===== src/tlac_pkg.sv =====
// ----------------------------------------------------------------------------
// tlac_pkg
// Types, constants and register codes shared by the three-layer alpha
// compositor.
// ----------------------------------------------------------------------------
package tlac_pkg;

   localparam int NumLayers = 3;
   localparam int NumLanes  = 3;
   localparam int LaneDepth = 2 * NumLayers;

   localparam logic [15:0] FullWeight = 16'd65025;
   localparam logic [7:0]  AlphaMax   = 8'd255;

   localparam int RecipShift = 40;
   localparam longint unsigned RecipWide =
      ((64'd1 << RecipShift) + 64'd65024) / 64'd65025;
   localparam logic [24:0] Recip = 25'(RecipWide);

   localparam logic [7:0] OpacityReset = 8'd255;

   typedef enum logic [1:0] {
      CSR_MASK_OPACITY    = 2'd0,
      CSR_BASE_VISIBLE    = 2'd1,
      CSR_MASK_VISIBLE    = 2'd2,
      CSR_OVERLAY_VISIBLE = 2'd3
   } csr_index_type;

   typedef struct packed {
      logic [7:0] base_red;
      logic [7:0] base_green;
      logic [7:0] base_blue;
      logic [7:0] base_alpha;
      logic [7:0] mask_red;
      logic [7:0] mask_green;
      logic [7:0] mask_blue;
      logic [7:0] mask_alpha;
      logic [7:0] overlay_red;
      logic [7:0] overlay_green;
      logic [7:0] overlay_blue;
      logic [7:0] overlay_alpha;
   } req_type;

   typedef struct packed {
      logic [7:0] out_red;
      logic [7:0] out_green;
      logic [7:0] out_blue;
      logic [7:0] out_alpha;
   } rsp_type;

   typedef struct packed {
      logic                                  valid;
      logic [NumLanes-1:0][NumLayers-1:0][7:0] src;
      logic [NumLayers-1:0][15:0]            weight;
      logic [7:0]                            alpha;
   } front_type;

endpackage


===== src/tlac_lane.sv =====
// ----------------------------------------------------------------------------
// tlac_lane
// One color channel: blends the base, mask and overlay layers in turn, each
// layer taking a numerator stage and a reciprocal-scaling stage.
// ----------------------------------------------------------------------------
module tlac_lane (
   input  logic                                   clock,
   input  logic [tlac_pkg::NumLayers-1:0][7:0]    src,
   input  logic [tlac_pkg::NumLayers-1:0][15:0]   weight,
   output logic [7:0]                             color
);

   // Numerator src*w + dst*(65025-w), written as dst*65025 + (src-dst)*w.
   function automatic logic [23:0] blend_numer(input logic [7:0] s,
                                               input logic [7:0] d,
                                               input logic [15:0] w);
      logic signed [8:0]  diff;
      logic signed [16:0] ws;
      logic signed [25:0] prod;
      logic [23:0]        base;
      logic signed [26:0] total;
      diff  = $signed({1'b0, s}) - $signed({1'b0, d});
      ws    = $signed({1'b0, w});
      prod  = diff * ws;
      base  = 24'(d * tlac_pkg::FullWeight);
      total = $signed({3'b000, base}) + 27'(prod);
      return total[23:0];
   endfunction

   // Exact floor of n / 65025 for n below 2**24.
   function automatic logic [7:0] scale_down(input logic [23:0] n);
      logic [48:0] p;
      p = n * tlac_pkg::Recip;
      return p[tlac_pkg::RecipShift+7:tlac_pkg::RecipShift];
   endfunction

   logic [23:0] n0_ff, n0_in;
   logic [7:0]  q0_ff, q0_in;
   logic [23:0] n1_ff, n1_in;
   logic [7:0]  q1_ff, q1_in;
   logic [23:0] n2_ff, n2_in;
   logic [7:0]  q2_ff, q2_in;

   logic [7:0]  src1_d1_ff, src1_d2_ff;
   logic [15:0] w1_d1_ff, w1_d2_ff;
   logic [7:0]  src2_d1_ff, src2_d2_ff, src2_d3_ff, src2_d4_ff;
   logic [15:0] w2_d1_ff, w2_d2_ff, w2_d3_ff, w2_d4_ff;

   always_comb begin
      n0_in = blend_numer(src[0], 8'd0, weight[0]);
      q0_in = scale_down(n0_ff);
      n1_in = blend_numer(src1_d2_ff, q0_ff, w1_d2_ff);
      q1_in = scale_down(n1_ff);
      n2_in = blend_numer(src2_d4_ff, q1_ff, w2_d4_ff);
      q2_in = scale_down(n2_ff);
   end

   always_ff @(posedge clock) begin
      n0_ff      <= n0_in;
      q0_ff      <= q0_in;
      n1_ff      <= n1_in;
      q1_ff      <= q1_in;
      n2_ff      <= n2_in;
      q2_ff      <= q2_in;
      src1_d1_ff <= src[1];
      src1_d2_ff <= src1_d1_ff;
      w1_d1_ff   <= weight[1];
      w1_d2_ff   <= w1_d1_ff;
      src2_d1_ff <= src[2];
      src2_d2_ff <= src2_d1_ff;
      src2_d3_ff <= src2_d2_ff;
      src2_d4_ff <= src2_d3_ff;
      w2_d1_ff   <= weight[2];
      w2_d2_ff   <= w2_d1_ff;
      w2_d3_ff   <= w2_d2_ff;
      w2_d4_ff   <= w2_d3_ff;
   end

   assign color = q2_ff;

   // An opaque overlay replaces the running color outright.
   a_opaque_overlay: assert property (@(posedge clock)
      (w2_d4_ff == tlac_pkg::FullWeight) |-> ##2 (q2_ff == $past(src2_d4_ff, 2)))
      else $error("opaque overlay did not replace the color");

endmodule


===== config.mk =====
export PLATFORM = sky130hd
export DESIGN_NAME = tlac_lane
export DESIGN_NICKNAME = d
export VERILOG_FILES = /design/src/tlac_pkg.sv /design/src/tlac_lane.sv
export SDC_FILE = /design/constraint.sdc
export NUM_CORES = 2
export LEC_CHECK = 0
export BUFFER_PORTS_ARGS = -buffer_cell sky130_fd_sc_hd__buf_4
export CAP_MARGIN = 20
export CORE_MARGIN = 5
export CORE_UTILIZATION = 67
export CTS_CLUSTER_SIZE = 30
export DETAILED_ROUTE_END_ITERATION = 10
export HOLD_SLACK_MARGIN = 0.12
export PLACE_DENSITY_LB_ADDON = 0.3
export SLEW_MARGIN = 20
export SYNTH_ARGS = -nofsm -noshare
export SYNTH_HDL_FRONTEND = slang
export SYNTH_SLANG_ARGS = --single-unit
export TNS_END_PERCENT = 30

===== constraint.sdc =====
create_clock -name clock -period 10.7 [get_ports clock]
set_clock_uncertainty 0.15 [all_clocks]
set_input_delay 2.14 -clock clock [delete_from_list [all_inputs] [get_ports clock]]
set_output_delay 2.14 -clock clock [all_outputs]
set_load 0.005 [all_outputs]

==> results.sh <==
export IMPL_end_kind="flop"
export IMPL_chipHeight_um=242
export IMPL_worst_path_most_repeated_cell="fa_1"
export IMPL_mostFrequentLayoutCell="ha_1"
export IMPL_clock_fmax_ghz=0.128
export IMPL_maxSlewViolCount=0
export IMPL_initial_core_util=0.673
export IMPL_syn_nets=5013
export IMPL_crit_buf_inv=1
export IMPL_cts_tree="yes"
export IMPL_hp_start="w1_d1_ff[6]"
export IMPL_reg2reg_slack_ns=2.86
export IMPL_grt_usage=0.248
export IMPL_finalNetCount=5092
export IMPL_clockBufferDepth=3
export IMPL_async_flop_share=0
export IMPL_critical_path_slowest_cell="nor2_1"
export IMPL_post_cts_buffers=0
export IMPL_cts_reportedPaths_clkPinSlew_ns=0.07
export IMPL_r2r_cells=27
export IMPL_grt_max_degree=17
export IMPL_die_area_um2=58500
export IMPL_area_growth_pct=6.53
export IMPL_drc=0
export IMPL_rsz0062_at_grt="false"
export IMPL_final_cell_mix="874 x ha_1, 760 x inv_1, 568 x fa_1"
export IMPL_grt_pass1_vias=25800
export IMPL_synth_seq_area_share=0.133
export IMPL_cp_slowest_stage_delay_ns=0.65
export IMPL_io_pin_count=81
export IMPL_start_kind="flop"
export IMPL_critPathMaxFanout=16
export IMPL_hold_depth=0
export IMPL_cpLargestDelayFamily="adder cells"
export IMPL_clock_latency_ns=0.56
export IMPL_numCtsBuffers=27
export IMPL_wl_um=70000
export IMPL_regToRegEndpoint="n1_ff[23]"
export IMPL_yosys_warnings=0
export IMPL_fin_crit_ns=7.84
export IMPL_setup_violations=0
export IMPL_ys_ff_latch=240
export IMPL_finalSetupTns_ns=0
export IMPL_grt_overflow=0
export IMPL_antennaDiodeCount=0
export IMPL_synth_ff_type="dfxtp_1"
export IMPL_drive_gt1_frac=0.0442
export IMPL_gp_routability_congestion=0.915
export IMPL_hpwl_um=59600
export IMPL_hold_viol=0
export IMPL_ctsHoldBuffers=0
export IMPL_drt_iter0_markers=942
export IMPL_worstPathRequired_ns=10.98
export IMPL_synth_edf_count=0
export IMPL_grt_pass1_wl_um=121000
export IMPL_preCtsSetupSlack_ns=2.78
export IMPL_tightest_slew_ns=0.869
export IMPL_coreArea_um2=53500
export IMPL_htreeDepth=1
export IMPL_layout_setup_ws_ns=2.86
export IMPL_vias_per_cell=5.46
export IMPL_cts_sinks=240
export IMPL_status="completed"
export IMPL_cts_root_buf="clkbuf_16"
export IMPL_min_period_over_period=0.733
export IMPL_syn_avg_cell_area_um2=10.3
export IMPL_synthCells=3498
export IMPL_crit_arrival_ns=8.12
export IMPL_slew_headroom=0.419
export IMPL_min_to="w1_d2_ff[6]"
export IMPL_ant_nets=0
export IMPL_netlist_area_um2=36000
export IMPL_yosysUniqueCellTypes=67
export IMPL_crit_type="flop to flop"
export IMPL_die_x_um=242
export IMPL_wire_per_inst_um=16.3
export IMPL_port_buffers=80
export IMPL_hp_class="flop to flop"
export IMPL_fp_row_count=85
export IMPL_antenna_found_initial=0
export IMPL_cts_resized=0
export IMPL_cap_violations=0
export IMPL_num_vias=23400
export IMPL_r2r_start="q0_ff[0]"
export IMPL_drtPass1Iterations=5
layer usage:
layer / vias to the layer above / global-route usage / part of all wire
li1: 11200 / - / -
met1: 11700 / 0.305 / 0.41
met2: 433 / 0.458 / 0.52
met3: 127 / 0.0315 / 0.038
met4: 0 / 0.0717 / 0.031
met5: - / 0 / 0
flip-flops by register name (all words and copies together), names as in the netlist:
name,cells
color,8
w1_d2_ff,16
w2_d2_ff,16
src2_d1_ff,8
src2_d4_ff,8
q1_ff,8
w2_d4_ff,16
n1_ff,24
w2_d3_ff,16
q0_ff,8
src2_d3_ff,8
n2_ff,24
src1_d2_ff,8
w1_d1_ff,16
src2_d2_ff,8
src1_d1_ff,8
w2_d1_ff,16
n0_ff,24
stage by stage:
step	instance area, um^2	std cells	hold WS [ns]	util
floorplan	36000	3498	0.160	-
finish	38400	4293	0.168	0.717
CTS	38300	4293	0.165	0.717
global placement	37400	4244	0.160	0.699
global route	38400	4293	0.178	0.717
detailed placement	37400	4244	0.162	0.699
area by class of cell:
| type | count | area (um^2) |
|---|---|---|
| fill | 3865 | 15100 |
| sequential | 240 | 4800 |
| inverter | 760 | 2850 |
| clock inverter | 18 | 235 |
| timing repair buffer | 90 | 676 |
| tap | 696 | 871 |
| multi-input combinational | 2458 | 28200 |
| clock buffer | 31 | 711 |
how the worst max path moves through the flow:
stage,from,to,slack (ns),cells after the start
CTS,q0_ff[1],n1_ff[23],2.78,28
detailed placement,q0_ff[1],n1_ff[23],2.78,28
finish,q0_ff[0],n1_ff[23],2.86,27
global placement,q0_ff[1],n1_ff[23],3.00,28
global route,q0_ff[2],n1_ff[23],2.39,27
floorplan,q0_ff[1],n1_ff[23],3.56,28
Yosys cell counts (all sizes together), types with 6 or more instances:
master  number  share of area
a31oi        8         0.0014
nand2b      70          0.012
nand4       15         0.0026
o31ai        8         0.0017
dfxtp      240           0.13
o21ai       44         0.0062
a21o        37         0.0077
fa         568           0.32
clkbuf      30         0.0031
or2          9         0.0016
nor2        75         0.0078
nor2b       19         0.0033
a21oi       92          0.013
nor3        16         0.0022
o21a         7         0.0015
ha         874           0.30
inv        760          0.079
nand2      237          0.025
nand3       29         0.0040
xnor2       76          0.018
o21bai      10         0.0021
and2       156          0.027
or3          7         0.0012
a211oi       6         0.0013
o211ai      10         0.0021
buf         10         0.0010
and3         6         0.0010
xor2        23         0.0056
kinds of logic after synthesis:
group / share of synthesized area
xor+xnor: 0.0241
compound gates: 0.0487
simple gates: 0.0905
fa+ha+maj: 0.620
buf+inv: 0.0834
flops: 0.133
mux: 0.000278
Power is not shown: default switching activity piles up to over one toggle a cycle in this logic, so the estimate is an artifact.
