===== src/tlac_pkg.sv =====
// ----------------------------------------------------------------------------
// tlac_pkg
// Types, constants and register codes shared by the three-layer alpha
// compositor.
// ----------------------------------------------------------------------------
package tlac_pkg;

   localparam int NumLayers = 3;
   localparam int NumLanes  = 3;
   localparam int LaneDepth = 2 * NumLayers;

   localparam logic [15:0] FullWeight = 16'd65025;
   localparam logic [7:0]  AlphaMax   = 8'd255;

   localparam int RecipShift = 40;
   localparam longint unsigned RecipWide =
      ((64'd1 << RecipShift) + 64'd65024) / 64'd65025;
   localparam logic [24:0] Recip = 25'(RecipWide);

   localparam logic [7:0] OpacityReset = 8'd255;

   typedef enum logic [1:0] {
      CSR_MASK_OPACITY    = 2'd0,
      CSR_BASE_VISIBLE    = 2'd1,
      CSR_MASK_VISIBLE    = 2'd2,
      CSR_OVERLAY_VISIBLE = 2'd3
   } csr_index_type;

   typedef struct packed {
      logic [7:0] base_red;
      logic [7:0] base_green;
      logic [7:0] base_blue;
      logic [7:0] base_alpha;
      logic [7:0] mask_red;
      logic [7:0] mask_green;
      logic [7:0] mask_blue;
      logic [7:0] mask_alpha;
      logic [7:0] overlay_red;
      logic [7:0] overlay_green;
      logic [7:0] overlay_blue;
      logic [7:0] overlay_alpha;
   } req_type;

   typedef struct packed {
      logic [7:0] out_red;
      logic [7:0] out_green;
      logic [7:0] out_blue;
      logic [7:0] out_alpha;
   } rsp_type;

   typedef struct packed {
      logic                                  valid;
      logic [NumLanes-1:0][NumLayers-1:0][7:0] src;
      logic [NumLayers-1:0][15:0]            weight;
      logic [7:0]                            alpha;
   } front_type;

endpackage


===== src/tlac_merge.sv =====
// ----------------------------------------------------------------------------
// tlac_merge
// Carries the valid flag and alpha sum alongside the lanes and registers the
// lane colors together with the alpha as one result item.
// ----------------------------------------------------------------------------
module tlac_merge (
   input  logic                                clock,
   input  logic                                reset,
   input  logic                                front_valid,
   input  logic [7:0]                          front_alpha,
   input  logic [tlac_pkg::NumLanes-1:0][7:0]  lane_color,
   output logic                                rsp_valid,
   output tlac_pkg::rsp_type                   rsp_data
);

   localparam int Depth = tlac_pkg::LaneDepth;

   logic [Depth-1:0]      valid_pipe_ff;
   logic [Depth-1:0][7:0] alpha_pipe_ff;
   logic                  rsp_valid_ff;
   tlac_pkg::rsp_type     rsp_data_ff, rsp_data_in;

   always_comb begin
      rsp_data_in.out_red   = lane_color[0];
      rsp_data_in.out_green = lane_color[1];
      rsp_data_in.out_blue  = lane_color[2];
      rsp_data_in.out_alpha = alpha_pipe_ff[Depth-1];
   end

   always_ff @(posedge clock) begin
      if (reset) begin
         valid_pipe_ff <= '0;
         rsp_valid_ff  <= 1'b0;
      end else begin
         valid_pipe_ff <= {valid_pipe_ff[Depth-2:0], front_valid};
         rsp_valid_ff  <= valid_pipe_ff[Depth-1];
      end
      alpha_pipe_ff <= {alpha_pipe_ff[Depth-2:0], front_alpha};
      rsp_data_ff   <= rsp_data_in;
   end

   assign rsp_valid = rsp_valid_ff;
   assign rsp_data  = rsp_data_ff;

   a_valid_latency: assert property (@(posedge clock) disable iff (reset)
      rsp_valid_ff |-> $past(front_valid, Depth + 1))
      else $error("result strobe without a matching item");

   a_alpha_aligned: assert property (@(posedge clock) disable iff (reset)
      rsp_valid_ff |-> (rsp_data_ff.out_alpha == $past(front_alpha, Depth + 1)))
      else $error("alpha sum is out of step with the lanes");

endmodule


===== config.mk =====
export PLATFORM = sky130hd
export DESIGN_NAME = tlac_merge
export DESIGN_NICKNAME = d
export VERILOG_FILES = /design/src/tlac_pkg.sv /design/src/tlac_merge.sv
export SDC_FILE = /design/constraint.sdc
export NUM_CORES = 1
export LEC_CHECK = 0
export BUFFER_PORTS_ARGS = -buffer_cell sky130_fd_sc_hd__buf_2
export CORE_MARGIN = 1
export CORE_UTILIZATION = 41
export DETAILED_ROUTE_END_ITERATION = 8
export PLACE_DENSITY_LB_ADDON = 0.25
export SLEW_MARGIN = 40
export SYNTH_ARGS = -nofsm -noshare
export SYNTH_HDL_FRONTEND = slang
export SYNTH_SLANG_ARGS = --single-unit

===== constraint.sdc =====
create_clock -name clock -period 0.8 [get_ports clock]
set_input_delay 0.16 -clock clock [delete_from_list [all_inputs] [get_ports clock]]
set_output_delay 0.16 -clock clock [all_outputs]
set_load 0.02 [all_outputs]

==> metrics.md, run 1 <==
| Metric | Value |
|---|---|
| First-pass GRT wire length | `between 4 and 5 mm` |
| # Max-Cap Violations | `0` |
| Yosys reg bits | `between 80 and 90` |
| Status | `complete, but fails checks` |
| Die area | `approximately 4600 sq um` |
| Final Critical Period | `slightly above 0.9 ns` |
| CTS tree | `done` |
| Final antenna-violating net count | `0` |
| Port-buffer cells | `67` |
| Failing checks | `negative setup slack` |
| Delay-heaviest family, CP | `flip-flops` |
| CP arrival | `approximately 0.77 ns` |
| Max FO, Critical Path | `1` |
| Synth warn | `0` |
| I/O pin count | `68` |
| Iter 0 DRT Violations | `16` |
| Final Hold Vio Count | `0` |
| Vias in the first global route | `998` |
| Leak Pwr | `1.32 nW` |
| Setup slack at placement | `between 0.15 and 0.2 ns` |
| Layout cell share with drive strength beyond 1 | `54.5%` |
| Setup Skew | `0.00505 ns` |
| Slew margin rel. | `92.8%` |
| Clock sink count | `87` |
| Number of fill cells in the layout | `around 270` |
| Dpl hpwl | `roughly 1.4 mm` |
| Synth top area cells | `dfxtp_1 (98%), nor2b_1 (2.5%)` |
| CTS max path bufs | `2` |
| GRT Overall Usage | `about an eighth` |
| Largest stage delay, worst path | `0.32 ns` |
| Cells after Synth | `94` |
| CTS buffer count | `9` |
| Critical Path Source Type | `flop` |
| Sequential area share after synthesis | `a little over nine tenths` |
| Crit path required time | `about 0.64 ns` |
| Std cell rows | `23` |
| Tightest hold margin | `roughly 0.041 ns` |
| Reg-to-reg slack, setup | `roughly 0.26 ns` |
| Vias | `just under 1,000` |
| Cell Area, Synth | `roughly 1800 sq um` |
| Nets | `roughly 240` |
| CP Class | `reg2out` |
| CTS Root Cell | `clkbuf_8` |
| Vert. Die Dim | `68.0 microns` |
| Synth cell types | `2` |
| Fmax | `1.07 GHz` |
| GPL Wtd Cong | `just under 0.6` |
| Area leader, netlist | `dfxtp_1` |
| Antenna Cells | `0` |
| Hold Path Class | `in2reg` |
| Slew @ Worst Pin | `around 0.11 ns` |
| Worst Path Buf+Inv | `1` |
| VDD IR max | `~1.5 mV` |
| Design Power | `7.96 mW` |
| EDFF count, synth | `0` |
| RSZ-0062 raised after global routing | `yes` |
| Pin count of the biggest net entering global routing | `14` |
| H-tree depth | `3` |
| Power Density | `~2700 nW/um^2` |
| Cell Chain, Critical Path | `buf_6` |
| Clock Latency Late Sink | `between 0.3 and 0.4 ns` |
| Mapped Nets | `between 100 and 150` |
| Grt ovf | `0` |
| Final Setup Violations | `33` |
| Post-CTS setup buffers | `0` |
| Slew Viols, Final | `0` |
| Core area | `4090 sq um` |
| Most frequent cell after synthesis | `dfxtp_1` |
| Post-synth ARST share | `0%` |
| Top_reg_cell synth | `dfxtp_1` |
| # DRC | `0` |
| Layout area overhead | `64.8%` |
| Initial Util | `between 40% and 50%` |
| CP endpoint kind | `output pin` |
| Wirelength per Cell | `approximately 10 microns` |
| Top cells by count, synth | `dfxtp_1 (87), nor2b_1 (7)` |
| Slowest CP cell | `dfxtp_2` |
| Final setup margin | `-0.130 ns` |
| Post-Route WL | `about 2.7 mm` |
| Share of the synthesized area in the top cell type | `between 90% and 100%` |
| Die Wd | `around 68 microns` |
| Detail-routed via count per cell | `~3.8` |
| Syn Area/Cell | `19.0 sq um` |
| Initial antenna violation count | `0` |
| First-pass DRT Iterations | `2` |
| Crit share post-route | `116%` |
| CTS clk-pin slew, worst paths | `around 0.080 ns` |
-- report_power, final --
group          switching, mW  total [mW]  internal (mW)
sequential            0.0647        4.63           4.57
combinational          0.184       0.501          0.317
clock                   1.31        2.83           1.52
total                   1.56        7.96           6.40
-- area by class of cell --
class / instances / area, sq um / area share (%)
timing repair buffer: 99 / 862 / 29.3
sequential: 87 / 1780 / 60.6
clock inverter: 4 / 45.0 / 1.53
multi-input combinational: 7 / 43.8 / 1.49
tap: 50 / 62.6 / 2.13
clock buffer: 12 / 145 / 4.93
-- metrics by stage --
step / setup TNS (ns) / cells / area [sq um] / util, %
3_3_place_gp: 0 / 211 / 2180 / 53.4
4_1_cts: -4.56 / 259 / 2940 / 72.0
5_1_grt: -5.35 / 259 / 2940 / 72.0
2_1_floorplan: 0 / 94 / 1790 / -
6_report: -4.08 / 259 / 2940 / 72.0
3_5_place_dp: 0 / 211 / 2180 / 53.4
-- per-layer routing --
metal / global-route usage (%) / up-vias / part of all wire [%]
met5: 0 / - / 0
met3: 6.17 / 4 / 5.8
met1: 10.7 / 441 / 37
li1: - / 505 / -
met2: 23.8 / 38 / 56
met4: 9.38 / 0 / 1.5
-- final timing paths --
| kind | endpoint | from | depth (start not counted) |
|---|---|---|---|
| worst max-delay path | rsp_data[19] | rsp_data[19] | 1 |
| worst min register to register | alpha_pipe_ff[26] | alpha_pipe_ff[18] | 0 |
| worst max register to register | valid_pipe_ff[3] | valid_pipe_ff[2] | 1 |
| worst min-delay path | valid_pipe_ff[0] | front_valid | 2 |
-- sequential cells by signal, indices dropped and copies added (netlist names) --
register and flops:
alpha_pipe_ff 48, rsp_data 32, rsp_valid 1, valid_pipe_ff 6
-- timing repair --
item                                    CTS  global route
endpoints found under the setup margin   33            33
hold buffers                             32             0
gates resized for setup                  99             0
hold endpoints to repair                 32             0
-- logic make-up (layout without fill, tap and decap cells) --
logic type | count (synthesis) | after routing | share of synthesized area (%)
simple gates | 7 | 7 | 2.45
flops | 87 | 87 | 97.5
buf+inv | 0 | 115 | 0
-- cells in the final DEF (no fill, tap or decap) --
cell | synthesis | layout
dfxtp_2 | 0 | 33
clkbuf_8 | 0 | 10
clkinv_2 | 0 | 3
bufinv_16 | 0 | 1
dlygate4sd3_1 | 0 | 32
clkbuf_1 | 0 | 2
buf_2 | 0 | 34
dfxtp_1 | 87 | 54
nor2b_1 | 7 | 7
buf_6 | 0 | 33
(Power assumes the default switching activity.)
==> run 2, diff against run 1 <==
--- a/config.mk
+++ b/config.mk
@@ -9,8 +9,8 @@
 export CORE_MARGIN = 1
 export CORE_UTILIZATION = 41
 export DETAILED_ROUTE_END_ITERATION = 8
-export PLACE_DENSITY_LB_ADDON = 0.25
-export SLEW_MARGIN = 40
+export PLACE_DENSITY = 0.69
+export SLEW_MARGIN = 20
 export SYNTH_ARGS = -nofsm -noshare
 export SYNTH_HDL_FRONTEND = slang
 export SYNTH_SLANG_ARGS = --single-unit
==> run 2 against run 1 <==
  * The run still ends with negative setup slack left
  * Global-route usage increased by 0.96 points
  * Cell area increased by 0.51%
  * Worst setup slack got worse by 0.028 ns
  * Via count increased by 5.5%
  * Routed wire length increased by 9.2%
  * Worst hold slack improved by 0.0027 ns
  * Die area unchanged
  * Core utilization increased by 0.37 points
==> metrics.md, run 2 (synthesized netlist as in run 1, its figures left out) <==
| Metric | Value |
|---|---|
| Iter 0 DRT Violations | `14` |
| Clock sink count | `a little under 90` |
| Largest Register | `alpha_pipe_ff` |
| Layout area overhead | `65.6%` |
| Slew Viols, Final | `0` |
| Final Setup Violations | `33` |
| Die Wd | `around 70 microns` |
| Cell Chain, Critical Path | `buf_6` |
| Std cell rows | `23` |
| # Max-Cap Violations | `0` |
| Reg-to-reg slack, setup | `roughly 0.26 ns` |
| Final setup margin | `-0.159 ns` |
| Clock power frac | `a little under two fifths` |
| Critical Path Source Type | `flop` |
| Slew @ Worst Pin | `0.128 ns` |
| CTS max path bufs | `2` |
| Switching share of total power | `19.0%` |
| Setup slack at placement | `0.171 ns` |
| Fmax | `1.04 GHz` |
| VDD IR max | `1.84 mV` |
| First-pass GRT wire length | `4.38 mm` |
| Pin count of the biggest net entering global routing | `14` |
| I/O pin count | `68` |
| Hold Crit Depth | `2` |
| Post-CTS setup buffers | `0` |
| Power Internal | `between 6 and 7 mW` |
| RSZ-0062 raised after global routing | `yes` |
| Port-buffer cells | `67` |
| Initial antenna violation count | `0` |
| Failing checks | `negative setup slack` |
| Final Hold Vio Count | `0` |
| Critical path startpoint | `rsp_data[18]` |
| Power Density | `approximately 2800 nW/um^2` |
| Sw Pwr | `approximately 1.6 mW` |
| CTS Root Cell | `clkbuf_8` |
| Hold path endpoint | `valid_pipe_ff[0]` |
| Wirelength per Cell | `around 11 microns` |
| GPL Wtd Cong | `approximately 0.59` |
| Delay-heaviest family, CP | `flip-flops` |
| Reg2reg path depth | `1` |
| CP endpoint kind | `output pin` |
| Reg power frac | `56.5%` |
| CP arrival | `~0.80 ns` |
| Slew margin rel. | `approximately nine tenths` |
| Largest stage delay, worst path | `roughly 0.35 ns` |
| Max reg flops | `between 40 and 50` |
| GRT Overall Usage | `between 10 and 15%` |
| Grt ovf | `0` |
| Vert. Die Dim | `68.0 microns` |
| Commonest non-fill, non-tap cell in the layout | `dfxtp_1` |
| Worst Path Buf+Inv | `1` |
| Beginning of the worst hold path | `front_valid` |
| Die area | `4620 sq um` |
| Layout cell share with drive strength beyond 1 | `between 50% and 60%` |
| CP Class | `reg2out` |
| # DRC | `0` |
| Post-Route WL | `slightly below 3 mm` |
| Reg-to-reg startpoint | `valid_pipe_ff[1]` |
| Leak Pwr | `approximately 1.3 nW` |
| Dpl hpwl | `1.52 mm` |
| CTS clk-pin slew, worst paths | `0.08 ns` |
| Crit path required time | `about 0.64 ns` |
| Design Power | `approximately 8.2 mW` |
| Detail-routed via count per cell | `4.02` |
| CTS tree | `done` |
| Hold Path Class | `in2reg` |
| Core area | `4090 sq um` |
| First-pass DRT Iterations | `4` |
| R2r endpoint | `valid_pipe_ff[2]` |
| Vias | `between 1,000 and 1,500` |
| Slowest CP cell | `dfxtp_2` |
| Vias in the first global route | `between 1,000 and 1,500` |
| Antenna Cells | `0` |
| Final antenna-violating net count | `0` |
| Initial Util | `43.7%` |
| Number of fill cells in the layout | `between 200 and 300` |
| Status | `complete, but fails checks` |
| Final Critical Period | `around 0.96 ns` |
| CTS buffer count | `9` |
| Crit share post-route | `120%` |
| Tightest hold margin | `~0.044 ns` |
| Nets | `around 240` |
| Clock Latency Late Sink | `~0.33 ns` |
| Max FO, Critical Path | `1` |
| Most frequent cells in the layout | `dfxtp_1 (54), buf_2 (34), buf_6 (33), dfxtp_2 (33), dlygate4sd3_1 (32)` |
| H-tree depth | `3` |
| Setup Skew | `a little over 0.007 ns` |
| Logic pwr share | `6.2%` |
run 2: cell count changes in the layout (fill, tap and decap cells not counted), sizes merged:
cell / before / now
bufinv: 1 / 2
clkinv: 3 / 2
run 2: timing repair:
action                                 4_1_cts  5_1_grt
setup endpoints to repair                   33       33
hold buffers                                32        0
endpoints found under the hold margin       32        0
gates resized for setup                     97        2
run 2: power by group through the flow:
stage          clock network [mW]  registers [mW]  logic (mW)
2_1_floorplan                   0            4.80     0.00538
3_3_place_gp                    0            4.68       0.275
3_5_place_dp                    0            4.70       0.283
4_1_cts                      3.17            4.63       0.502
5_1_grt                      3.36            4.65       0.539
6_report                     3.06            4.64       0.506
run 2: through the flow:
stage / utilization, % / TNS (ns) / std cells / instance area [sq um]
3_5_place_dp: 53.4 / 0 / 211 / 2180
5_1_grt: 72.4 / -5.54 / 259 / 2960
3_3_place_gp: 53.4 / 0 / 211 / 2180
2_1_floorplan: - / 0 / 94 / 1790
4_1_cts: 72.3 / -5.08 / 259 / 2950
6_report: 72.4 / -4.35 / 259 / 2960
run 2: worst max path at each step:
stage	cells after the start	end	slack (ns)
final	1	rsp_data[18]	-0.16
after detailed placement	1	rsp_data[27]	0.17
after floorplan	0	rsp_data[0]	0.24
after global routing	1	rsp_data[18]	-0.19
after global placement	1	rsp_data[22]	0.20
after CTS	1	rsp_data[27]	-0.17
run 2: area by class of cell:
| cell class | count | area [sq um] | area share [%] |
|---|---|---|---|
| clock buffers | 12 | 135 | 4.57 |
| repair buffers | 99 | 862 | 29.2 |
| multi-input cells | 7 | 43.8 | 1.48 |
| well taps | 50 | 62.6 | 2.12 |
| flip-flops and latches | 87 | 1780 | 60.3 |
| clock inverters | 4 | 70.1 | 2.37 |
run 2: layer usage:
layer | global-route usage (%) | share of wire, %
met5 | 0 | 0
met4 | 7.03 | 1.3
met3 | 7.17 | 8.5
met2 | 28.2 | 57
met1 | 10.1 | 33
==> run 3, diff against run 2 <==
--- a/config.mk
+++ b/config.mk
@@ -9,7 +9,7 @@
 export CORE_MARGIN = 1
 export CORE_UTILIZATION = 41
 export DETAILED_ROUTE_END_ITERATION = 8
-export PLACE_DENSITY = 0.69
+export PLACE_DENSITY = 0.74
 export SLEW_MARGIN = 20
 export SYNTH_ARGS = -nofsm -noshare
 export SYNTH_HDL_FRONTEND = slang
==> run 3 against run 2 <==
  * Sequential cell count did not move
  * Sequential power barely moved
  * The flow still finishes with violations (negative setup slack)
  * Combinational power rose by 1%
  * Die area did not move
  * Maximum frequency fell by 1.8%
  * Highest routed layer unchanged
==> metrics.md, run 3 (synthesized netlist as in run 1, its figures left out) <==
| Metric | Value |
|---|---|
| Status | `complete, but fails checks` |
| Failing checks | `negative setup slack` |
| Final setup margin | `-0.176 ns` |
| RSZ-0062 raised after global routing | `yes` |
| GRT Overall Usage | `18.4%` |
| Critical Path Source Type | `flop` |
| Vert. Die Dim | `slightly below 70 microns` |
| Hold Crit Depth | `2` |
| Nets | `between 200 and 250` |
| I/O pin count | `68` |
| Delay-heaviest family, CP | `flip-flops` |
| Reg-to-reg startpoint | `valid_pipe_ff[1]` |
| Tightest hold margin | `around 0.04 ns` |
| Initial antenna violation count | `1` |
| CTS buffer count | `9` |
| Layout cell share with drive strength beyond 1 | `54.5%` |
| Largest Register | `alpha_pipe_ff` |
| CP endpoint kind | `output pin` |
| Slowest CP cell | `dfxtp_2` |
| Pin count of the biggest net entering global routing | `14` |
| Layout area overhead | `66.8%` |
| Hold Path Class | `in2reg` |
| Post-Route WL | `3.63 mm` |
| Most frequent cells in the layout | `dfxtp_1 (54), buf_2 (34), buf_6 (33), dfxtp_2 (33), dlygate4sd3_1 (32)` |
| Dpl hpwl | `between 1.5 and 2 mm` |
| Final Setup Violations | `33` |
| Number of fill cells in the layout | `around 260` |
| Post-route cell area | `slightly below 3000 sq um` |
| Clock sink count | `87` |
| Final Critical Period | `0.976 ns` |
| GR Util met2 | `between 40 and 50%` |
| GPL Wtd Cong | `~0.58` |
| Core area | `just over 4000 sq um` |
| Cell Chain, Critical Path | `buf_6` |
| CP Class | `reg2out` |
| Crit path required time | `~0.64 ns` |
| Area of placed instances | `around 2200 sq um` |
| Power Density | `approximately 2800 nW/um^2` |
| # Max-Cap Violations | `0` |
| First-pass GRT wire length | `5.32 mm` |
| Max reg flops | `48` |
| CTS Root Cell | `clkbuf_8` |
| Hold path endpoint | `valid_pipe_ff[0]` |
| Grt ovf | `0` |
| Slew margin rel. | `approximately 92%` |
| Commonest non-fill, non-tap cell in the layout | `dfxtp_1` |
| Placed cells | `211` |
| # DRC | `0` |
| First-pass DRT Iterations | `3` |
| Met1 Track Usage GR | `10.2%` |
| Core Util, Final | `72.9%` |
| GR peak layer | `met2` |
| R2r endpoint | `valid_pipe_ff[2]` |
| Iter 0 DRT Violations | `10` |
| Post-CTS setup buffers | `0` |
| Largest stage delay, worst path | `roughly 0.35 ns` |
| Design Power | `~8.5 mW` |
| CP arrival | `roughly 0.82 ns` |
| Leak Pwr | `1.33 nW` |
| Beginning of the worst hold path | `front_valid` |
| Critical path startpoint | `rsp_data[21]` |
| Initial Util | `43.7%` |
| Die area | `roughly 4600 sq um` |
| Finished Layout Cells | `between 200 and 300` |
| Die Wd | `slightly below 70 microns` |
| Crit share post-route | `122%` |
| Wirelength per Cell | `14.0 microns` |
| H-tree depth | `3` |
| CTS clk-pin slew, worst paths | `roughly 0.07 ns` |
| Vias in the first global route | `approximately 1,200` |
| Reg2reg path depth | `1` |
| Fmax | `roughly 1.0 GHz` |
| CTS tree | `done` |
| Clock Latency Late Sink | `roughly 0.34 ns` |
| Final antenna-violating net count | `0` |
| Max FO, Critical Path | `1` |
| TNS Setup | `-4.79 ns` |
| Reg-to-reg slack, setup | `between 0.2 and 0.3 ns` |
| Port-buffer cells | `67` |
| Setup Skew | `between 0.01 and 0.015 ns` |
| Final Hold Vio Count | `0` |
| Setup slack at placement | `around 0.19 ns` |
| VDD IR max | `1.73 mV` |
| Vias | `1,031` |
| Detail-routed via count per cell | `between 3 and 4` |
| Slew Viols, Final | `0` |
| Met3 global-route usage | `around 6.7%` |
| Std cell rows | `23` |
| CTS max path bufs | `2` |
| Worst Path Buf+Inv | `1` |
| Slew @ Worst Pin | `0.115 ns` |
[run 3: changes by cell type in the layout (fill, tap and decap cells not counted), sizes merged]
cell,change
clkinv,-1
diode,+1
clkbuf,+1
[run 3: layer usage]
layer	vias up	part of all wire (%)
met3	11	3.9
met5	-	0
li1	508	-
met2	39	66
met1	473	27
met4	0	3.7
[run 3: area by class of cell]
| cell class | count | area (sq um) | share of cell area [%] |
|---|---|---|---|
| Clock inverter | 3 | 65.1 | 2.18 |
| Clock buffer | 13 | 159 | 5.34 |
| Tap cell | 50 | 62.6 | 2.10 |
| Sequential cell | 87 | 1780 | 59.9 |
| Timing Repair Buffer | 99 | 862 | 28.9 |
| Antenna cell | 1 | 2.50 | 0.0840 |
| Multi-Input combinational cell | 7 | 43.8 | 1.47 |
[run 3: worst max-delay path by stage]
stage,to,cells after the start
after global routing,rsp_data[11],1
after global placement,rsp_data[0],1
after floorplan,rsp_data[0],0
final,rsp_data[21],1
after CTS,rsp_data[7],1
after detailed placement,rsp_data[8],1
[run 3: repair_timing]
item	CTS	global route
hold buffers	32	0
resized for setup	98	1
setup endpoints to repair	33	33
hold endpoints to repair	32	0
[run 3: power breakdown]
part / total, mW / internal [mW] / leakage [nW] / switching, mW
clock network: 3.30 / 1.93 / 0.114 / 1.38
logic: 0.512 / 0.318 / 0.483 / 0.194
registers: 4.65 / 4.57 / 0.733 / 0.0800
