[src/tlac_pkg.sv]
// ----------------------------------------------------------------------------
// tlac_pkg
// Types, constants and register codes shared by the three-layer alpha
// compositor.
// ----------------------------------------------------------------------------
package tlac_pkg;

   localparam int NumLayers = 3;
   localparam int NumLanes  = 3;
   localparam int LaneDepth = 2 * NumLayers;

   localparam logic [15:0] FullWeight = 16'd65025;
   localparam logic [7:0]  AlphaMax   = 8'd255;

   localparam int RecipShift = 40;
   localparam longint unsigned RecipWide =
      ((64'd1 << RecipShift) + 64'd65024) / 64'd65025;
   localparam logic [24:0] Recip = 25'(RecipWide);

   localparam logic [7:0] OpacityReset = 8'd255;

   typedef enum logic [1:0] {
      CSR_MASK_OPACITY    = 2'd0,
      CSR_BASE_VISIBLE    = 2'd1,
      CSR_MASK_VISIBLE    = 2'd2,
      CSR_OVERLAY_VISIBLE = 2'd3
   } csr_index_type;

   typedef struct packed {
      logic [7:0] base_red;
      logic [7:0] base_green;
      logic [7:0] base_blue;
      logic [7:0] base_alpha;
      logic [7:0] mask_red;
      logic [7:0] mask_green;
      logic [7:0] mask_blue;
      logic [7:0] mask_alpha;
      logic [7:0] overlay_red;
      logic [7:0] overlay_green;
      logic [7:0] overlay_blue;
      logic [7:0] overlay_alpha;
   } req_type;

   typedef struct packed {
      logic [7:0] out_red;
      logic [7:0] out_green;
      logic [7:0] out_blue;
      logic [7:0] out_alpha;
   } rsp_type;

   typedef struct packed {
      logic                                  valid;
      logic [NumLanes-1:0][NumLayers-1:0][7:0] src;
      logic [NumLayers-1:0][15:0]            weight;
      logic [7:0]                            alpha;
   } front_type;

endpackage

[src/tlac_front.sv]
// ----------------------------------------------------------------------------
// tlac_front
// Holds the configuration registers, takes one item per cycle unless busy and
// turns each layer's alpha into a blend weight and the saturated alpha sum.
// ----------------------------------------------------------------------------
module tlac_front (
   input  logic                  clock,
   input  logic                  reset,
   input  logic                  start,
   output logic                  busy,
   input  tlac_pkg::req_type     req_data,
   input  logic                  csr_we,
   input  logic [1:0]            csr_index,
   input  logic [7:0]            csr_wdata,
   output tlac_pkg::front_type   front
);

   logic       busy_ff;
   logic [7:0] opacity_ff, opacity_in;
   logic       base_vis_ff, base_vis_in;
   logic       mask_vis_ff, mask_vis_in;
   logic       over_vis_ff, over_vis_in;
   logic       accept;

   tlac_pkg::front_type front_ff, front_in;

   logic [15:0] base_w;
   logic [15:0] mask_w;
   logic [15:0] over_w;
   logic [9:0]  alpha_sum;

   assign accept = start & ~busy_ff;
   assign busy   = busy_ff;
   assign front  = front_ff;

   always_comb begin
      opacity_in  = opacity_ff;
      base_vis_in = base_vis_ff;
      mask_vis_in = mask_vis_ff;
      over_vis_in = over_vis_ff;
      if (csr_we) begin
         unique case (tlac_pkg::csr_index_type'(csr_index))
            tlac_pkg::CSR_MASK_OPACITY:    opacity_in  = csr_wdata;
            tlac_pkg::CSR_BASE_VISIBLE:    base_vis_in = csr_wdata[0];
            tlac_pkg::CSR_MASK_VISIBLE:    mask_vis_in = csr_wdata[0];
            tlac_pkg::CSR_OVERLAY_VISIBLE: over_vis_in = csr_wdata[0];
            default:                       opacity_in  = opacity_ff;
         endcase
      end
   end

   always_comb begin
      base_w = base_vis_ff ?
               ({req_data.base_alpha, 8'd0} - {8'd0, req_data.base_alpha}) : 16'd0;
      mask_w = mask_vis_ff ? (req_data.mask_alpha * opacity_ff) : 16'd0;
      over_w = over_vis_ff ?
               ({req_data.overlay_alpha, 8'd0} - {8'd0, req_data.overlay_alpha}) : 16'd0;
      alpha_sum = (base_vis_ff ? {2'd0, req_data.base_alpha} : 10'd0)
                + (mask_vis_ff ? {2'd0, req_data.mask_alpha} : 10'd0)
                + (over_vis_ff ? {2'd0, req_data.overlay_alpha} : 10'd0);

      front_in.valid     = accept;
      front_in.src[0][0] = req_data.base_red;
      front_in.src[0][1] = req_data.mask_red;
      front_in.src[0][2] = req_data.overlay_red;
      front_in.src[1][0] = req_data.base_green;
      front_in.src[1][1] = req_data.mask_green;
      front_in.src[1][2] = req_data.overlay_green;
      front_in.src[2][0] = req_data.base_blue;
      front_in.src[2][1] = req_data.mask_blue;
      front_in.src[2][2] = req_data.overlay_blue;
      front_in.weight[0] = base_w;
      front_in.weight[1] = mask_w;
      front_in.weight[2] = over_w;
      front_in.alpha     = (alpha_sum > {2'd0, tlac_pkg::AlphaMax}) ?
                           tlac_pkg::AlphaMax : alpha_sum[7:0];
   end

   always_ff @(posedge clock) begin
      busy_ff <= reset;
      if (reset) begin
         opacity_ff     <= tlac_pkg::OpacityReset;
         base_vis_ff    <= 1'b1;
         mask_vis_ff    <= 1'b1;
         over_vis_ff    <= 1'b1;
         front_ff.valid <= 1'b0;
      end else begin
         opacity_ff     <= opacity_in;
         base_vis_ff    <= base_vis_in;
         mask_vis_ff    <= mask_vis_in;
         over_vis_ff    <= over_vis_in;
         front_ff.valid <= front_in.valid;
      end
      front_ff.src    <= front_in.src;
      front_ff.weight <= front_in.weight;
      front_ff.alpha  <= front_in.alpha;
   end

   // A hidden layer must not move the color.
   a_base_hidden: assert property (@(posedge clock) disable iff (reset)
      !base_vis_ff |=> front_ff.weight[0] == 16'd0)
      else $error("hidden base layer has a nonzero weight");

   a_accept_valid: assert property (@(posedge clock) disable iff (reset)
      (start && !busy_ff) |=> front_ff.valid)
      else $error("accepted item did not enter the lanes");

endmodule

[config.mk]
export PLATFORM = sky130hd
export DESIGN_NAME = tlac_front
export DESIGN_NICKNAME = d
export VERILOG_FILES = /design/src/tlac_pkg.sv /design/src/tlac_front.sv
export SDC_FILE = /design/constraint.sdc
export NUM_CORES = 1
export LEC_CHECK = 0
export BUFFER_PORTS_ARGS = -buffer_cell sky130_fd_sc_hd__buf_2
export CAP_MARGIN = 20
export CORE_MARGIN = 3
export CORE_UTILIZATION = 40
export DETAILED_ROUTE_END_ITERATION = 8
export PLACE_DENSITY = 0.73
export SLEW_MARGIN = 20
export SYNTH_ARGS = -nofsm -noshare
export SYNTH_HDL_FRONTEND = slang
export SYNTH_SLANG_ARGS = --single-unit
[constraint.sdc]
create_clock -name clock -period 10.2 [get_ports clock]
set_input_delay 0 -clock clock [delete_from_list [all_inputs] [get_ports clock]]
set_output_delay 0 -clock clock [all_outputs]
set_load 0.03 [all_outputs]
==> impl_results.md, run 1 <==
- Outcome: complete, no violations
- Synthesized netlist cell count: 621
- GRT overflow: 0
- Register bit count reported by yosys: 141
- Full die area: 17700 um2
- Yosys cell types: 50
- Top-area cell type share of the netlist area: 43.8%
- Worst EP arrival: 4740 ps
- Top area cells in the synthesized netlist: dfxtp_1 (44%), fa_1 (14%), ha_1 (8.7%)
- CTS HTree Levels: 4
- Drt pass-1 iters: 7
- Clock sinks: 141
- Ports: 240
- Multiplexer share of the synthesized area: 0.621%
- Largest family of logic cells by synthesized area: adder cells
- Post-synth EDFFs: 0
- First DRT Iteration DRCs: 296
- Worst Setup End Kind: flop
- Min cycle time layout: 4430 ps
- Rel. slew slack: 50.2%
- Syn Area/Cell: 10.4 um2
- Input/output buffers: 239
- HP Class: in2reg
- Async S/R FF share, synth: 0%
- XOR/XNOR share of the synthesized area: 2.44%
- Share of cells above drive strength 1: 28.3%
- CTS tree: built
- Finished Layout Cells: 1203
- Peak supply drop: 155 uV
- Sw Share: 37.5%
- Combinational Power Share: 42.6%
- Die height: 133 um
- Lkg Pwr: 4.64 nW
- Netlist Area Pre-Place: 6450 um2
- Sequential share of power: 28.6%
- Simple-gate share of the synthesized area: 19.3%
- Dpl cells: 1055
- Number of routed nets with antenna violations: 0
- Initial antenna violation count: 5
- Synth Area in Compound Gates: 5.96%
- Detailed placement HPWL: 12700 um
- Crit-path max FO: 9
- Wirelength per Cell: 16.4 um
- RSZ-0062 raised after global routing: false
- Critical path's top delay family: adder cells
- Flop2flop setup slack: 5770 ps
- Most used cell, CP: fa_1
- Top_reg_cell synth: dfxtp_1
- Clock slew at reported path FFs: 60 ps
- Worst EP required: 10520 ps
- Setup TNS: 0 ps
- Number of max-cap violations: 0
- Synth Warn #: 0
- Power after layout: 2.28 mW
- Worst Clk Skew: 8.16 ps
- Worst stage delay on the critical path: 550 ps
- Area Overhead vs Synth: 49.0%
- Via count: 5646
- Final nets: 1177
- Switch Pwr: 854 uW
- Hold Vio Cnt, Final: 0
- Fmax: 226 MHz
- R2r worst-path depth: 15
- Yosys top cell by area: dfxtp_1
- Die width: 133 um
- Row cnt: 45
- Vias in the first global route: 5924
- CTS Buffer Depth: 2
- Worst Max-Slew Pin Slew: 745 ps
- Commonest cells post-synth: dfxtp_1 (141), inv_1 (71), and2_1 (65), nand2_1 (50)
- Slowest cell on crit path: fa_1
- Buffers and inverters on the worst path: 3
- DRC: 0
- Largest net degree at the start of global routing: 24
- WHS Path Cells: 3
- Critical path class: reg2reg
- Post-CTS setup buffer count: 0
- Number of buffers created by CTS: 17
- Power per cell area: 237 nW/um2
- Worst-path cell chain: nand2_1 -> fa_1 -> fa_1 -> inv_1 -> fa_1 -> inv_1 -> fa_1 -> inv_1 -> ha_1 -> o21ai_0 -> a21oi_1 -> o21ai_0 -> a21oi_1 -> o31a_1 -> o21a_1
- CTS Root Cell: clkbuf_16
- Final setup vio count: 0
- Gp weighted congestion: 0.852
- Initial Util: 41.6%
- Detailed Route WL: 19700 um
- Fin crit share: 43.4%
- Final Max Slew Viols: 0
- Syn nets: 821
- Top-count cell post-synth: dfxtp_1
- Avg Vias per Cell: 4.69
- CORE AREA: 15500 um2
- Int Power: 1.43 mW
- Clock share of power: 28.8%
- Worst hold slack: 58.1 ps
- Synth Area in Adders: 22.7%
- Global-route wire length before repair: 30400 um
- CP Depth: 15
- Util after Layout: 62.1%
- Seq/Total Area, Yosys: 43.8%
- Worst setup SP type: flop
- All-layer global routing usage: 22.1%
- Clock latency at the later pin of the worst-skew pair: 430 ps
[final timing paths]
path                                                 start                     to
worst min-delay path                          req_data[71]   front[15]$_SDFF_PN0_
worst min register to register                busy$_DFF_P_  front[128]$_SDFF_PP0_
worst max-delay path            opacity_ff[7]$_SDFFE_PP1P_   front[39]$_SDFF_PN0_
worst max register to register  opacity_ff[7]$_SDFFE_PP1P_   front[39]$_SDFF_PN0_
[layout make-up]
class,count,area [um2]
Fill cell,1183,5870
Antenna cell,2,5.00
Clock buffer,19,443
Timing Repair Buffer,354,2340
Inverter,71,267
Tap cell,211,264
Multi-Input combinational cell,392,3290
Sequential cell,141,2820
Clock inverter,13,178
[flip-flops by register name, indices dropped and copies added (netlist names)]
register,cells
front,129
busy,1
mask_vis_ff,1
base_vis_ff,1
opacity_ff,8
over_vis_ff,1
[worst min-delay path, cell delays in order]
cell	delay, ps
buf_2	180
nor4_4	70
nor3b_2	170
[power by group through the flow]
stage               registers (mW)  logic, mW  clock network (mW)
finish                       0.652      0.971               0.656
global route                 0.658       1.09               0.690
CTS                          0.651      0.974               0.667
detailed placement           0.662      0.931                   0
global placement             0.662      0.914                   0
floorplan                    0.789      0.578                   0
[repair_timing]
item	CTS	global route
hold buffers	114	0
endpoints found under the hold margin	112	0
gates resized for setup	0	0
[routing by layer]
layer / share of wire (%) / up-vias / global-route usage, % / wire length (um)
li1: - / 2704 / - / -
met1: 37 / 2659 / 24.3 / 7350
met2: 53 / 232 / 39.1 / 10300
met3: 6.9 / 45 / 6.31 / 1350
met4: 3.0 / 6 / 10.3 / 588
met5: 0.22 / - / 0 / 43
[cells in the final DEF (no fill, tap or decap), drive strengths merged, types with 2 or more instances in the layout]
| master | synthesis | final |
|---|---|---|
| a211o | 9 | 9 |
| a211oi | 3 | 3 |
| a21boi | 4 | 4 |
| a21o | 4 | 4 |
| a21oi | 17 | 17 |
| and2 | 66 | 66 |
| and3 | 7 | 7 |
| buf | 1 | 240 |
| bufinv | 0 | 3 |
| clkbuf | 16 | 19 |
| clkinvlp | 0 | 4 |
| dfxtp | 141 | 141 |
| diode | 0 | 2 |
| dlygate4sd3 | 0 | 114 |
| fa | 45 | 45 |
| ha | 45 | 45 |
| inv | 71 | 76 |
| mux2i | 4 | 4 |
| nand2 | 50 | 50 |
| nand2b | 9 | 9 |
| nand3 | 9 | 9 |
| nand4 | 2 | 2 |
| nand4b | 2 | 2 |
| nor2 | 23 | 23 |
| nor2b | 22 | 22 |
| nor3 | 11 | 11 |
| nor3b | 6 | 6 |
| nor4 | 2 | 2 |
| o2111ai | 2 | 2 |
| o21ai | 13 | 13 |
| or2 | 2 | 2 |
| or3 | 6 | 6 |
| xnor2 | 8 | 8 |
| xor2 | 10 | 10 |
[stage by stage]
step	area, um2	worst slack [ps]
after detailed placement	7850	5840
after global placement	7850	5890
after CTS	9610	5820
final	9610	5770
after global routing	9610	5560
after floorplan	6450	6000
[kinds of logic after synthesis]
| logic type | after synthesis |
|---|---|
| and+or+nand+nor | 221 |
| DFF | 141 |
| adders and majority gates | 90 |
| buffers and inverters | 88 |
| AOI/OAI and AO/OA | 59 |
| xor gates and xnor gates | 18 |
| muxes | 4 |
Note: power is estimated with default switching activity, not from simulation.
==> run 2: changes to the inputs <==
Settings changed: ABC_AREA from default to 1, PLACE_DENSITY 0.73 to 0.72.
Clock period 10.2 ns to 4.6 ns, I/O delays scaled along.
==> run 2 against run 1 <==
Net effect: via count is 10% higher; die area is 5.5% higher; critical path depth is 2 higher; wire length is 2.9% lower; critical path type unchanged; critical endpoint is now front[35]$_SDFF_PN0_; highest routed layer is now met4.
==> impl_results.md, run 2 <==
- Full die area: 18700 um2 (+5.5%)
- Number of buffers created by CTS: 17 (unchanged)
- Detailed placement HPWL: 14000 um (+9.9%)
- Avg Vias per Cell: 4.46 (-5.0%)
- First DRT Iteration DRCs: 255 (-14%)
- Largest net degree at the start of global routing: 24 (unchanged)
- Initial antenna violation count: 1 (-4)
- CORE AREA: 16600 um2 (+7.5%)
- Number of max-cap violations: 0 (unchanged)
- Slowest cell on crit path: fa_1
- Via count: 6224 (+10%)
- CTS Root Cell: clkbuf_16
- Input/output buffers: 239 (unchanged)
- Top-count cell post-synth: nand2_1
- Max reg flops: 129 (unchanged)
- Dpl cells: 1252 (+19%)
- Critical path class: reg2reg
- DRC: 0 (unchanged)
- Die height: 137 um (+2.7%)
- Number of routed nets with antenna violations: 0 (unchanged)
- Die width: 137 um (+2.7%)
- Outcome: complete, no violations
- Gp weighted congestion: 0.827 (-2.9%)
- Yosys cell types: 35 (-30%)
- Hold Vio Cnt, Final: 0 (unchanged)
- Detailed Route WL: 19100 um (-2.9%)
- Clock sinks: 141 (unchanged)
- Post-CTS setup buffer count: 0 (unchanged)
- Worst EP arrival: 4330 ps (-410 ps)
- Share of cells above drive strength 1: 26.6% (-1.6 points)
- GRT overflow: 0 (unchanged)
- Final nets: 1358 (+15%)
- Drt pass-1 iters: 4 (-3)
- Power per cell area: 543 nW/um2 (+130%)
- Fin crit share: 87.2% (+44 points)
- Setup TNS: 0 ps (unchanged)
- Row cnt: 47 (+4.4%)
- Fill count: 1420 (+20%)
- Finished Layout Cells: 1396 (+16%)
- Worst Setup End Kind: flop
- Worst EP required: 4920 ps (-5600 ps)
- Clock latency at the later pin of the worst-skew pair: 420 ps (about the same)
- Yosys top cell by area: dfxtp_1
- CTS tree: built
- Rel. slew slack: 39.9% (-10 points)
- Synthesized netlist cell count: 814 (+31%)
- Final Max Slew Viols: 0 (unchanged)
- Count of cells resized by post-cts repair: 0 (unchanged)
- Lkg Pwr: 5.58 nW (+20%)
- Flop2flop setup slack: 590 ps (-5180 ps)
- Top area cells in the synthesized netlist: dfxtp_1 (41%), fa_1 (13%), nand2_1 (11%)
- Top-area cell type share of the netlist area: 41.4% (-2.4 points)
- Register bit count reported by yosys: 141 (unchanged)
- Cts-stage hold buffer count: 107 (-6.1%)
- R2r worst-path depth: 17 (+2)
- Worst flop-to-flop path endpoint: front[35]$_SDFF_PN0_
- Min cycle time layout: 4010 ps (-416 ps)
- Fmax: 249 MHz (+10%)
- Netlist Area Pre-Place: 6820 um2 (+5.8%)
- Area Overhead vs Synth: 45.6%
- Commonest cells post-synth: nand2_1 (205), inv_1 (180), dfxtp_1 (141), fa_1 (45), ha_1 (45)
- Wirelength per Cell: 13.7 um (-16%)
- Async S/R FF share, synth: 0% (unchanged)
- Top_reg_cell synth: dfxtp_1
- Pre-CTS setup slack: 633 ps (-5200 ps)
- Worst Max-Slew Pin Slew: 901 ps (+156 ps)
- Synth Warn #: 0 (unchanged)
- Buffers and inverters on the worst path: 5 (+2)
- CTS HTree Levels: 4 (unchanged)
- Critical path's top delay family: adder cells
- Vias in the first global route: 6491 (+9.6%)
- Seq/Total Area, Yosys: 41.4% (-2.4 points)
- RSZ-0062 raised after global routing: false
- Syn Area/Cell: 8.38 um2 (-19%)
- Reg-to-Reg Start: opacity_ff[7]$_SDFFE_PP1P_
- Post-synth EDFFs: 0 (unchanged)
- Worst setup SP type: flop
- Final setup vio count: 0 (unchanged)
- CP endpoint: front[35]$_SDFF_PN0_
- Worst-path cell chain: nand2_1 -> fa_1 -> fa_1 -> inv_1 -> fa_1 -> inv_1 -> fa_1 -> inv_1 -> ha_1 -> nand2_1 -> inv_1 -> nand2_1 -> inv_1 -> a21oi_1 -> nand2_1 -> nand2_1 -> nor2_1
- Peak supply drop: 303 uV (+95%)
- Most frequent cells in the layout: buf_2 (239), nand2_1 (205), inv_1 (180)
- Setup slack after layout: 590 ps (-5180 ps)
- Syn nets: 1014 (+24%)
- Worst Clk Skew: 5.99 ps (-2.17 ps)
- Initial Util: 41.0% (-0.67 points)
- Power after layout: 5.39 mW (+140%)
- Commonest non-fill, non-tap cell in the layout: buf_2
- Crit-path max FO: 9 (unchanged)
- CP Depth: 17 (+2)
- Clock slew at reported path FFs: 60 ps (about the same)
- Critical Path Source: opacity_ff[7]$_SDFFE_PP1P_
- Ports: 240 (unchanged)
- HP Class: in2reg
- Worst stage delay on the critical path: 540 ps (about the same)
- Global-route wire length before repair: 30300 um (-0.54%)
- All-layer global routing usage: 20.6% (-1.4 points)
- CTS Buffer Depth: 2 (unchanged)
==> run 2: changes by cell type in the layout (fill, tap and decap cells not counted), moves of 19 or more <==
cell | previous run | this run
nand2_1 | 50 | 205
inv_1 | 71 | 180
and2_1 | 65 | 0
nand3_1 | 9 | 34
nor2b_1 | 22 | 0
nor2_1 | 22 | 41
==> run 2: worst min path at each step <==
stage / startpoint / depth (start not counted) / endpoint
final: req_data[5] / 4 / front[45]$_SDFF_PN0_
after global routing: req_data[5] / 4 / front[45]$_SDFF_PN0_
after CTS: req_data[5] / 4 / front[45]$_SDFF_PN0_
after detailed placement: req_data[51] / 1 / front[91]$_DFF_P_
after global placement: req_data[78] / 1 / front[110]$_DFF_P_
after floorplan: reset / 0 / busy$_DFF_P_
==> run 2: cells by family (layout without fill, tap and decap cells) <==
group / count (synthesis) / count (layout) / share of synthesized area (%)
XOR/XNOR: 7 / 7 / 1.01
adder cells (fa/ha/maj): 90 / 90 / 21.5
buffers and inverters: 210 / 567 / 11.7
flip-flops: 141 / 141 / 41.4
other: 0 / 5 / 0
AND/OR/NAND/NOR: 321 / 321 / 20.9
AO/OA/AOI/OAI: 45 / 45 / 3.54
==> run 2: stage by stage <==
step	util (%)	hold slack (ps)	area, um2
after floorplan	-	27.7	6820
after global placement	49.3	102	8200
after detailed placement	49.3	104	8200
after CTS	59.6	28.4	9920
after global routing	59.6	59.1	9920
final	59.7	53.1	9930
==> run 2: worst register-to-register path: stages (launching register included) <==
cell and delay (ps):
dfxtp_1 480, nand2_1 140, fa_1 530, fa_1 540, inv_1 50, fa_1 530, inv_1 50, fa_1 530
inv_1 40, ha_1 350, nand2_1 100, inv_1 60, nand2_1 90, inv_1 50, a21oi_1 180, nand2_1 70
nand2_1 60, nor2_1 50
==> run 2: layout make-up <==
class	instances	area [um2]	area share [%]
multi-input cells	463	3200	32.2
diodes	5	12.5	0.126
inverters	189	709	7.14
repair buffers	346	2270	22.8
clock buffers	17	425	4.28
flip-flops and latches	141	2820	28.4
well taps	220	275	2.77
clock inverters	15	220	2.22
==> run 2: routing by layer <==
layer  part of all wire, %  global-route usage (%)
met2                    54                    39.6
met5                     0                       0
met3                   6.1                    3.68
met4                   2.2                    9.24
met1                    37                    21.6
==> run 2: report_power, final <==
group / internal, mW / total [mW] / switching [mW]
logic: 0.877 / 2.44 / 1.56
clock network: 0.887 / 1.50 / 0.610
registers: 1.40 / 1.46 / 0.0581
==> run 3: changes to the inputs <==
Settings changed: CORE_MARGIN 3 to default, CTS_CLUSTER_SIZE from default to 28, PLACE_DENSITY 0.72 to 0.71.
==> run 3 against run 2 <==
Net effect: critical path depth unchanged; via count hardly changed; wire length down 3.4%; first-iteration DRC count fell by 7.5%; worst setup slack improved by 34 ps; register-to-register slack better by 30 ps; global-route usage grew 1.2 points; non-clock buffer count grew 3; largest cell class unchanged; combinational power is essentially flat; count of clock-buffer cells in the layout did not move; clock power is 7% lower.
==> impl_results.md, run 3 (synthesis gave the netlist of run 2 again) <==
- Outcome: complete, no violations
- Pre-CTS setup slack: 624 ps (-9.58 ps)
- Peak supply drop: 247 uV (-18%)
- Row cnt: 47 (unchanged)
- RSZ-0062 raised after global routing: false
- Commonest non-fill, non-tap cell in the layout: buf_2
- CTS Buffer Depth: 2 (unchanged)
- Vias in the first global route: 6288 (-3.1%)
- Final setup vio count: 0 (unchanged)
- Clock sinks: 141 (unchanged)
- Fill count: 1433 (+0.92%)
- Worst setup SP type: flop
- Final Max Slew Viols: 0 (unchanged)
- CTS tree: built
- Post-CTS setup buffer count: 0 (unchanged)
- Drt pass-1 iters: 5 (+1)
- Area Overhead vs Synth: 45.1%
- Largest net degree at the start of global routing: 24 (unchanged)
- Worst stage delay on the critical path: 540 ps (about the same)
- Number of routed nets with antenna violations: 0 (unchanged)
- Min cycle time layout: 3980 ps (-34.4 ps)
- Via count: 6226 (+0.032%)
- Avg Vias per Cell: 4.46 (+0.10%)
- Fmax: 252 MHz (+0.87%)
- Wirelength per Cell: 13.2 um (-3.4%)
- Global-route wire length before repair: 30100 um (-0.73%)
- Lkg Pwr: 5.56 nW (-0.38%)
- GRT overflow: 0 (unchanged)
- Hold Vio Cnt, Final: 0 (unchanged)
- Critical path's top delay family: adder cells
- Final nets: 1361 (+0.22%)
- Cts-stage hold buffer count: 110 (+2.8%)
- Worst hold slack: 36.9 ps (-16.2 ps)
- Slowest cell on crit path: fa_1
- Clock slew at reported path FFs: 70 ps (about the same)
- Clock latency at the later pin of the worst-skew pair: 420 ps (about the same)
- Rel. slew slack: 35.6% (-4.3 points)
- Worst-path cell chain: nand2_1 -> fa_1 -> fa_1 -> inv_1 -> fa_1 -> inv_1 -> fa_1 -> inv_1 -> ha_1 -> nand2_1 -> inv_1 -> nand2_1 -> inv_1 -> a21oi_1 -> nand2_1 -> nand2_1 -> nor2_1
- Placed Area: 8200 um2 (unchanged)
- Worst EP required: 4920 ps (about the same)
- CORE AREA: 16600 um2 (unchanged)
- Gp weighted congestion: 0.887 (+7.3%)
- Full die area: 17600 um2 (-5.8%)
- Fin crit share: 86.4% (-0.75 points)
- Power per cell area: 536 nW/um2 (-1.3%)
- Most frequent cells in the layout: buf_2 (239), nand2_1 (205), inv_1 (180)
- Ports: 240 (unchanged)
- Worst Clk Skew: 14.6 ps (+8.64 ps)
- First DRT Iteration DRCs: 236 (-7.5%)
- Share of cells above drive strength 1: 26.6% (-0.068 points)
- Number of buffers created by CTS: 17 (unchanged)
- All-layer global routing usage: 21.9% (+1.2 points)
- Die width: 133 um (-2.9%)
- Critical path class: reg2reg
- Initial Util: 41.0% (unchanged)
- Cell area after layout: 9900 um2 (-0.33%)
- Input/output buffers: 239 (unchanged)
- DRC: 0 (unchanged)
- Buffers and inverters on the worst path: 5 (unchanged)
- Detailed Route WL: 18500 um (-3.4%)
- CTS Root Cell: clkbuf_16
- Setup TNS: 0 ps (unchanged)
- HP Class: in2reg
- Die height: 133 um (-2.9%)
- Worst EP arrival: 4300 ps (-30 ps)
- Initial antenna violation count: 1 (unchanged)
- Crit-path max FO: 9 (unchanged)
- Number of max-cap violations: 0 (unchanged)
- Setup slack after layout: 624 ps (+34.4 ps)
- CTS HTree Levels: 4 (unchanged)
- Worst Max-Slew Pin Slew: 965 ps (+64.3 ps)
- Worst Setup End Kind: flop
- Count of cells resized by post-cts repair: 0 (unchanged)
- Util after Layout: 59.5% (-0.20 points)
- Max reg flops: 129 (unchanged)
- Detailed placement HPWL: 13400 um (-4.1%)
run 3: cell count changes in the layout (fill, tap and decap cells not counted), sizes merged:
cell	delta
inv	+1
clkinvlp	+2
diode	-4
clkinv	-1
bufinv	-2
dlygate4sd3	+3
run 3: layout make-up:
type	instances	area [um2]	area share [%]
multi-input cells	463	3200	32.3
flip-flops and latches	141	2820	28.5
repair buffers	349	2300	23.2
inverters	189	709	7.17
clock buffers	17	425	4.30
well taps	220	275	2.78
clock inverters	15	168	1.69
diodes	1	2.50	0.0253
run 3: metrics by stage:
step / power, mW / instances
after global routing: 5.74 / 1395
after global placement: 3.82 / 1252
final: 5.30 / 1395
after CTS: 5.34 / 1394
after floorplan: 3.28 / 814
after detailed placement: 3.84 / 1252
run 3: worst min-delay path, stage by stage:
cell	delay, ps
buf_2	120
nand3_2	160
o211ai_1	100
run 3: worst paths after layout:
path | start | end | slack, ps | cells past startpoint
max | opacity_ff[6]$_SDFFE_PP1P_ | front[35]$_SDFF_PN0_ | 620 | 17
min | csr_we | opacity_ff[0]$_SDFFE_PP1P_ | 40 | 3
max reg2reg | opacity_ff[6]$_SDFFE_PP1P_ | front[35]$_SDFF_PN0_ | 620 | 17
min reg2reg | busy$_DFF_P_ | front[128]$_SDFF_PP0_ | 440 | 1
run 3: layer usage:
| layer | GRT usage, % | routed length, um |
|---|---|---|
| met5 | 0 | 0 |
| met4 | 8.05 | 414 |
| met3 | 3.95 | 900 |
| met2 | 41.8 | 9840 |
| met1 | 23.8 | 7300 |
run 3: where the power goes:
part	switching (mW)	internal [mW]	leakage, nW
sequential	0.0596	1.40	1.19
combinational	1.57	0.877	4.09
clock	0.619	0.776	0.286
